**config.mk**
```make
export PLATFORM = sky130hd
export DESIGN_NAME = dmah_front
export DESIGN_NICKNAME = d
export VERILOG_FILES = /design/src/sv/dmah_pkg.sv /design/src/sv/dmah_front.sv
export SDC_FILE = /design/constraint.sdc
export NUM_CORES = 1
export LEC_CHECK = 0
export ABC_AREA = 1
export BUFFER_PORTS_ARGS = -buffer_cell sky130_fd_sc_hd__buf_4
export CAP_MARGIN = 20
export CORE_ASPECT_RATIO = 0.5
export CORE_MARGIN = 2
export CORE_UTILIZATION = 30
export CTS_CLUSTER_SIZE = 24
export DETAILED_ROUTE_END_ITERATION = 16
export MAX_ROUTING_LAYER = met4
export PLACE_DENSITY = 0.46
export SKIP_LAST_GASP = 1
export SYNTH_ARGS = -nofsm -noshare
export SYNTH_HDL_FRONTEND = slang
export SYNTH_SLANG_ARGS = --single-unit
```
**constraint.sdc**
```tcl
create_clock -name i_clk -period 10.25 [get_ports i_clk]
set_input_delay 2.5625 -clock i_clk [delete_from_list [all_inputs] [get_ports i_clk]]
set_output_delay 2.5625 -clock i_clk [all_outputs]
set_load 0.005 [all_outputs]
```
**src/sv/dmah_pkg.sv**
```systemverilog
// Shared types, constants and AES helper functions for the Davies-Meyer AES-128 hash.
// Used by dmah_front, dmah_core and davies_meyer_aes128_hash; depends on nothing.
package dmah_pkg;

    localparam int BLK_BYTES  = 16;
    localparam int BLK_BITS   = 128;
    localparam int NUM_ROUNDS = 10;
    localparam int QUEUE_DEPTH = 4;
    localparam int QPTR_W     = $clog2(QUEUE_DEPTH);

    // One classified message block: the zero-filled AES key and its last mark.
    typedef struct packed {
        logic [BLK_BITS-1:0] key;
        logic                last;
    } t_blk;

    localparam logic [7:0] SBOX [256] = '{
        8'h63,8'h7c,8'h77,8'h7b,8'hf2,8'h6b,8'h6f,8'hc5,8'h30,8'h01,8'h67,8'h2b,8'hfe,8'hd7,8'hab,8'h76,
        8'hca,8'h82,8'hc9,8'h7d,8'hfa,8'h59,8'h47,8'hf0,8'had,8'hd4,8'ha2,8'haf,8'h9c,8'ha4,8'h72,8'hc0,
        8'hb7,8'hfd,8'h93,8'h26,8'h36,8'h3f,8'hf7,8'hcc,8'h34,8'ha5,8'he5,8'hf1,8'h71,8'hd8,8'h31,8'h15,
        8'h04,8'hc7,8'h23,8'hc3,8'h18,8'h96,8'h05,8'h9a,8'h07,8'h12,8'h80,8'he2,8'heb,8'h27,8'hb2,8'h75,
        8'h09,8'h83,8'h2c,8'h1a,8'h1b,8'h6e,8'h5a,8'ha0,8'h52,8'h3b,8'hd6,8'hb3,8'h29,8'he3,8'h2f,8'h84,
        8'h53,8'hd1,8'h00,8'hed,8'h20,8'hfc,8'hb1,8'h5b,8'h6a,8'hcb,8'hbe,8'h39,8'h4a,8'h4c,8'h58,8'hcf,
        8'hd0,8'hef,8'haa,8'hfb,8'h43,8'h4d,8'h33,8'h85,8'h45,8'hf9,8'h02,8'h7f,8'h50,8'h3c,8'h9f,8'ha8,
        8'h51,8'ha3,8'h40,8'h8f,8'h92,8'h9d,8'h38,8'hf5,8'hbc,8'hb6,8'hda,8'h21,8'h10,8'hff,8'hf3,8'hd2,
        8'hcd,8'h0c,8'h13,8'hec,8'h5f,8'h97,8'h44,8'h17,8'hc4,8'ha7,8'h7e,8'h3d,8'h64,8'h5d,8'h19,8'h73,
        8'h60,8'h81,8'h4f,8'hdc,8'h22,8'h2a,8'h90,8'h88,8'h46,8'hee,8'hb8,8'h14,8'hde,8'h5e,8'h0b,8'hdb,
        8'he0,8'h32,8'h3a,8'h0a,8'h49,8'h06,8'h24,8'h5c,8'hc2,8'hd3,8'hac,8'h62,8'h91,8'h95,8'he4,8'h79,
        8'he7,8'hc8,8'h37,8'h6d,8'h8d,8'hd5,8'h4e,8'ha9,8'h6c,8'h56,8'hf4,8'hea,8'h65,8'h7a,8'hae,8'h08,
        8'hba,8'h78,8'h25,8'h2e,8'h1c,8'ha6,8'hb4,8'hc6,8'he8,8'hdd,8'h74,8'h1f,8'h4b,8'hbd,8'h8b,8'h8a,
        8'h70,8'h3e,8'hb5,8'h66,8'h48,8'h03,8'hf6,8'h0e,8'h61,8'h35,8'h57,8'hb9,8'h86,8'hc1,8'h1d,8'h9e,
        8'he1,8'hf8,8'h98,8'h11,8'h69,8'hd9,8'h8e,8'h94,8'h9b,8'h1e,8'h87,8'he9,8'hce,8'h55,8'h28,8'hdf,
        8'h8c,8'ha1,8'h89,8'h0d,8'hbf,8'he6,8'h42,8'h68,8'h41,8'h99,8'h2d,8'h0f,8'hb0,8'h54,8'hbb,8'h16
    };

    function automatic logic [7:0] sbox(input logic [7:0] a);
        return SBOX[a];
    endfunction

    // Multiply by x in GF(2^8).
    function automatic logic [7:0] xtime(input logic [7:0] a);
        return {a[6:0], 1'b0} ^ (a[7] ? 8'h1b : 8'h00);
    endfunction

    // MixColumns on one column, byte 0 in bits 31:24.
    function automatic logic [31:0] mix_col(input logic [31:0] c);
        logic [7:0] a0, a1, a2, a3, t;
        a0 = c[31:24];
        a1 = c[23:16];
        a2 = c[15:8];
        a3 = c[7:0];
        t  = a0 ^ a1 ^ a2 ^ a3;
        return {a0 ^ t ^ xtime(a0 ^ a1), a1 ^ t ^ xtime(a1 ^ a2),
                a2 ^ t ^ xtime(a2 ^ a3), a3 ^ t ^ xtime(a3 ^ a0)};
    endfunction

endpackage

```
**src/sv/dmah_front.sv**
```systemverilog
// Front part: zero-fills each message block past its byte count and queues it.
// Depends on dmah_pkg.
module dmah_front (
    input  logic                          i_clk,
    input  logic                          i_rst_n,
    input  logic                          i_push,
    input  logic [63:0]                   i_msg_hi,
    input  logic [63:0]                   i_msg_lo,
    input  logic [4:0]                    i_byte_count,
    input  logic                          i_last_block,
    output logic                          o_full,
    output logic                          o_valid,
    output dmah_pkg::t_blk                o_blk,
    input  logic                          i_take
);

    dmah_pkg::t_blk                  r_mem [dmah_pkg::QUEUE_DEPTH];
    logic [dmah_pkg::QPTR_W-1:0]     r_wr_ptr, r_rd_ptr;
    logic [dmah_pkg::QPTR_W:0]       r_count;
    dmah_pkg::t_blk                  w_blk;
    logic                            w_push, w_pop;

    // Byte i is kept when i is below the count; counts of 16 and above keep all.
    always_comb begin
        logic [dmah_pkg::BLK_BITS-1:0] raw;
        raw = {i_msg_hi, i_msg_lo};
        for (int i = 0; i < dmah_pkg::BLK_BYTES; i++) begin
            w_blk.key[dmah_pkg::BLK_BITS-1-8*i -: 8] =
                (5'(i) < i_byte_count) ? raw[dmah_pkg::BLK_BITS-1-8*i -: 8] : 8'h00;
        end
        w_blk.last = i_last_block;
    end

    assign o_full  = (r_count == (dmah_pkg::QPTR_W+1)'(dmah_pkg::QUEUE_DEPTH));
    assign o_valid = (r_count != '0);
    assign o_blk   = r_mem[r_rd_ptr];
    assign w_push  = i_push && !o_full;
    assign w_pop   = i_take && o_valid;

    always_ff @(posedge i_clk) begin
        if (w_push) begin
            r_mem[r_wr_ptr] <= w_blk;
        end
    end

    always_ff @(posedge i_clk) begin
        if (!i_rst_n) begin
            r_wr_ptr <= '0;
            r_rd_ptr <= '0;
            r_count  <= '0;
        end else begin
            if (w_push) begin
                r_wr_ptr <= r_wr_ptr + 1'b1;
            end
            if (w_pop) begin
                r_rd_ptr <= r_rd_ptr + 1'b1;
            end
            if (w_push && !w_pop) begin
                r_count <= r_count + 1'b1;
            end else if (w_pop && !w_push) begin
                r_count <= r_count - 1'b1;
            end
        end
    end

endmodule

```
==> impl_metrics.tcl <==
set metrics [dict create \
    cts_sinks 525 \
    fmax_mhz 173.9 \
    grt-ovfl-total 0 \
    p_total_mw 6.084 \
    required_ns 7.69 \
    wl_per_cell_um 19.08 \
    setup_violations 0 \
    nets 2000 \
    synth-simple-area-share_pct 8.121 \
    die_y_um 189.6 \
    finalCritPeriodShare_pct 56.09 \
    hold_viol 0 \
    worst-slew-pin-transition_ns 1.019 \
    cts_tree "built" \
    antenna_found_initial 0 \
    cts-root-buf "clkbuf_16" \
    dp_hpwl_um 30340 \
    r2r_setup_slack_ns 7.36 \
    yosys.area_share.xor_xnor_pct 0.04236 \
    clock_skew_ns 0.01846 \
    drc 0 \
    rsz0062_at_grt "no" \
    synth_cell_types 27 \
    netlist_instances 1606 \
    slew_viol_final 0 \
    r2r_start "r_count[0]$_SDFFE_PN0P_" \
    worstHoldPathCells 2 \
    crit_path_end_kind "output port" \
    vdd_drop_max_mv 0.1170 \
    fill_cells 6638 \
    ios 269 \
    tns_ns 0 \
    seqCellArea_um2 15680 \
    grt_pass1_vias 12558 \
    grt_usage_pct 14.96 \
    crit_path_max_fanout 69 \
    synth_top_family_by_area "compound AO/OA/AOI/OAI gates" \
    io_buffer_count 268 \
    timing.rr.end "r_mem[0][38]$_DFFE_PP_" \
    ant_nets 0 \
    wirelength_um 53280 \
    diodes 0 \
    syn2layout_area_growth_pct 21.77 \
    dr.pass1.iters 5 \
    syn_nets 1750 \
    synth_warnings 0 \
    grt_pass1_wl_um 78150 \
    mappedNetlistArea_um2 20680 \
    path_clk_slew_ns 0.06 \
    synthMuxAreaShare_pct 0 \
    start_util_pct 30.60 \
    cts_made_buffers 52 \
    synthAdderAreaFrac_pct 0.3994 \
    min-delay-start "r_rd_ptr[1]$_SDFFE_PN0P_" \
    powerDensity_nw_per_um2 241.6 \
    ys_ff_latch 525 \
    vias 12799 \
    outcome "completed" \
    post_drt_via_cell_ratio 4.584 \
    drv_cap 0 \
    cp-start-kind "flip-flop" \
    period_needed_ns 5.750 \
    postCtsHoldBufs 0 \
    die_area_um2 71160 \
    hold_path.class "reg2reg" \
    placementRows 67 \
    postCtsResizedCells 0 \
    p_leak_nw 9.365 \
    crit_arrival_ns 3.19 \
    place.gp.congestion 0.7367 \
    multi_input_area_um2 3954 \
    synth_compound_area_share_pct 10.41 \
    max-slew-margin-rel_pct 32.09 \
    grt_max_degree 122 \
    cts_setup_buffers 0 \
    clockBufferDepth 3 \
    ctsHtreeMaxLevel 2 \
    avgSynthCellArea_um2 12.87 \
    die_w_um 375.3 \
    yosysSeqAreaShare_pct 75.81 \
    worst-setup-path-type "reg2out" \
    drive_above_1_share_pct 19.47 \
    drtIter0Drc 734 \
    clk_latency_ns 0.58 \
    core_um2 67570 \
    ff2ff_path_depth 6 \
]
-- cell families after synthesis --
logic type,Yosys count
DFF,525
AOI/OAI and AO/OA,397
and+or+nand+nor,437
adders and majority gates,6
buffers and inverters,240
xor gates and xnor gates,1
-- layout make-up --
class,instances,area share [%]
flip-flops and latches,525,62.29
well taps,897,4.458
multi-input cells,841,15.70
clock inverters,16,0.8895
clock buffers,77,5.745
repair buffers,283,8.587
inverters,153,2.331
-- synth_stat cells --
cell | n | share of area [%]
edfxtp_1 | 516 | 75
nor2_1 | 373 | 6.8
o21ai_0 | 171 | 4.1
inv_1 | 150 | 2.7
o22ai_1 | 129 | 3.9
o21ai_1 | 92 | 2.2
nand2_1 | 53 | 0.96
clkbuf_1 | 34 | 0.62
buf_2 | 29 | 0.70
buf_6 | 16 | 0.87
dfxtp_1 | 9 | 0.87
clkbuf_2 | 6 | 0.15
ha_1 | 5 | 0.30
nand3_1 | 4 | 0.097
a21oi_1 | 3 | 0.073
buf_4 | 2 | 0.073
inv_4 | 2 | 0.061
nand2_2 | 2 | 0.061
nor2_2 | 2 | 0.061
a31oi_1 | 1 | 0.030
fa_1 | 1 | 0.097
inv_2 | 1 | 0.018
nand2_4 | 1 | 0.054
nand3b_1 | 1 | 0.036
nor3_4 | 1 | 0.079
o21ai_2 | 1 | 0.042
xor2_1 | 1 | 0.042
-- critical path, cell delays in order, from the launching register on --
cell and delay (ns):
dfxtp_4 0.58, buf_4 0.62, buf_4 0.69, o21ai_0 0.20
o22ai_1 0.27, buf_4 0.16
-- per-layer routing --
layer / part of all wire (%) / routed length, um / GRT usage (%) / up-vias
li1: - / - / - / 6216
met1: 42 / 22350 / 17.84 / 6362
met2: 53 / 28440 / 26.95 / 157
met3: 3.0 / 1623 / 2.251 / 64
met4: 1.6 / 867 / 3.058 / 0
met5: 0 / 0 / - / -
-- worst max path at each step --
| stage | startpoint | to | slack (ns) | cells after the start |
|---|---|---|---|---|
| final | flip-flop | o_blk[30] | 4.50 | 5 |
| after global routing | flip-flop | o_blk[30] | 4.29 | 5 |
| after CTS | flip-flop | o_blk[30] | 4.47 | 5 |
| after detailed placement | flip-flop | o_blk[30] | 5.10 | 5 |
| after global placement | flip-flop | o_blk[30] | 5.09 | 5 |
| after floorplan | i_push | r_mem[0][0]$_DFFE_PP_ | 1.60 | 2 |
-- cell usage in the layout, fill, tap and decap left out, drive strengths merged --
| master | count |
|---|---|
| edfxtp | 516 |
| nor2 | 375 |
| buf | 283 |
| o21ai | 264 |
| inv | 156 |
| o22ai | 129 |
| clkbuf | 77 |
| nand2 | 56 |
| dfxtp | 9 |
| clkinv | 6 |
| ha | 5 |
| bufinv | 5 |
| nand3 | 4 |
| a21oi | 3 |
| clkinvlp | 2 |
| nor3 | 1 |
| a31oi | 1 |
| xor2 | 1 |
| nand3b | 1 |
| fa | 1 |
-- registers in the layout (all words and copies together), names as in the netlist, named ones only --
name and cells:
r_count 3, r_mem 516, r_rd_ptr 2, r_wr_ptr 2
-- metrics by stage --
stage          util, %  std cells  area (um2)  hold WS, ns  worst slack, ns
6_report         37.26       2792       25180       0.4935            4.500
5_1_grt          37.26       2792       25180       0.5333            4.294
4_1_cts          37.26       2792       25180       0.4998            4.474
3_5_place_dp     34.79       2699       23510       0.4889            5.097
3_3_place_gp     34.79       2699       23510       0.4901            5.093
2_1_floorplan        -       1606       20680       0.4648            1.598
-- report_power, final --
part / switching (mW) / internal (mW) / leakage (nW)
Sequential: 0.0630 / 2.63 / 4.85
Combinational: 0.916 / 0.582 / 3.71
Clock: 0.794 / 1.10 / 0.802
Total: 1.77 / 4.31 / 9.36
Note: power is estimated with default switching activity, not from simulation.
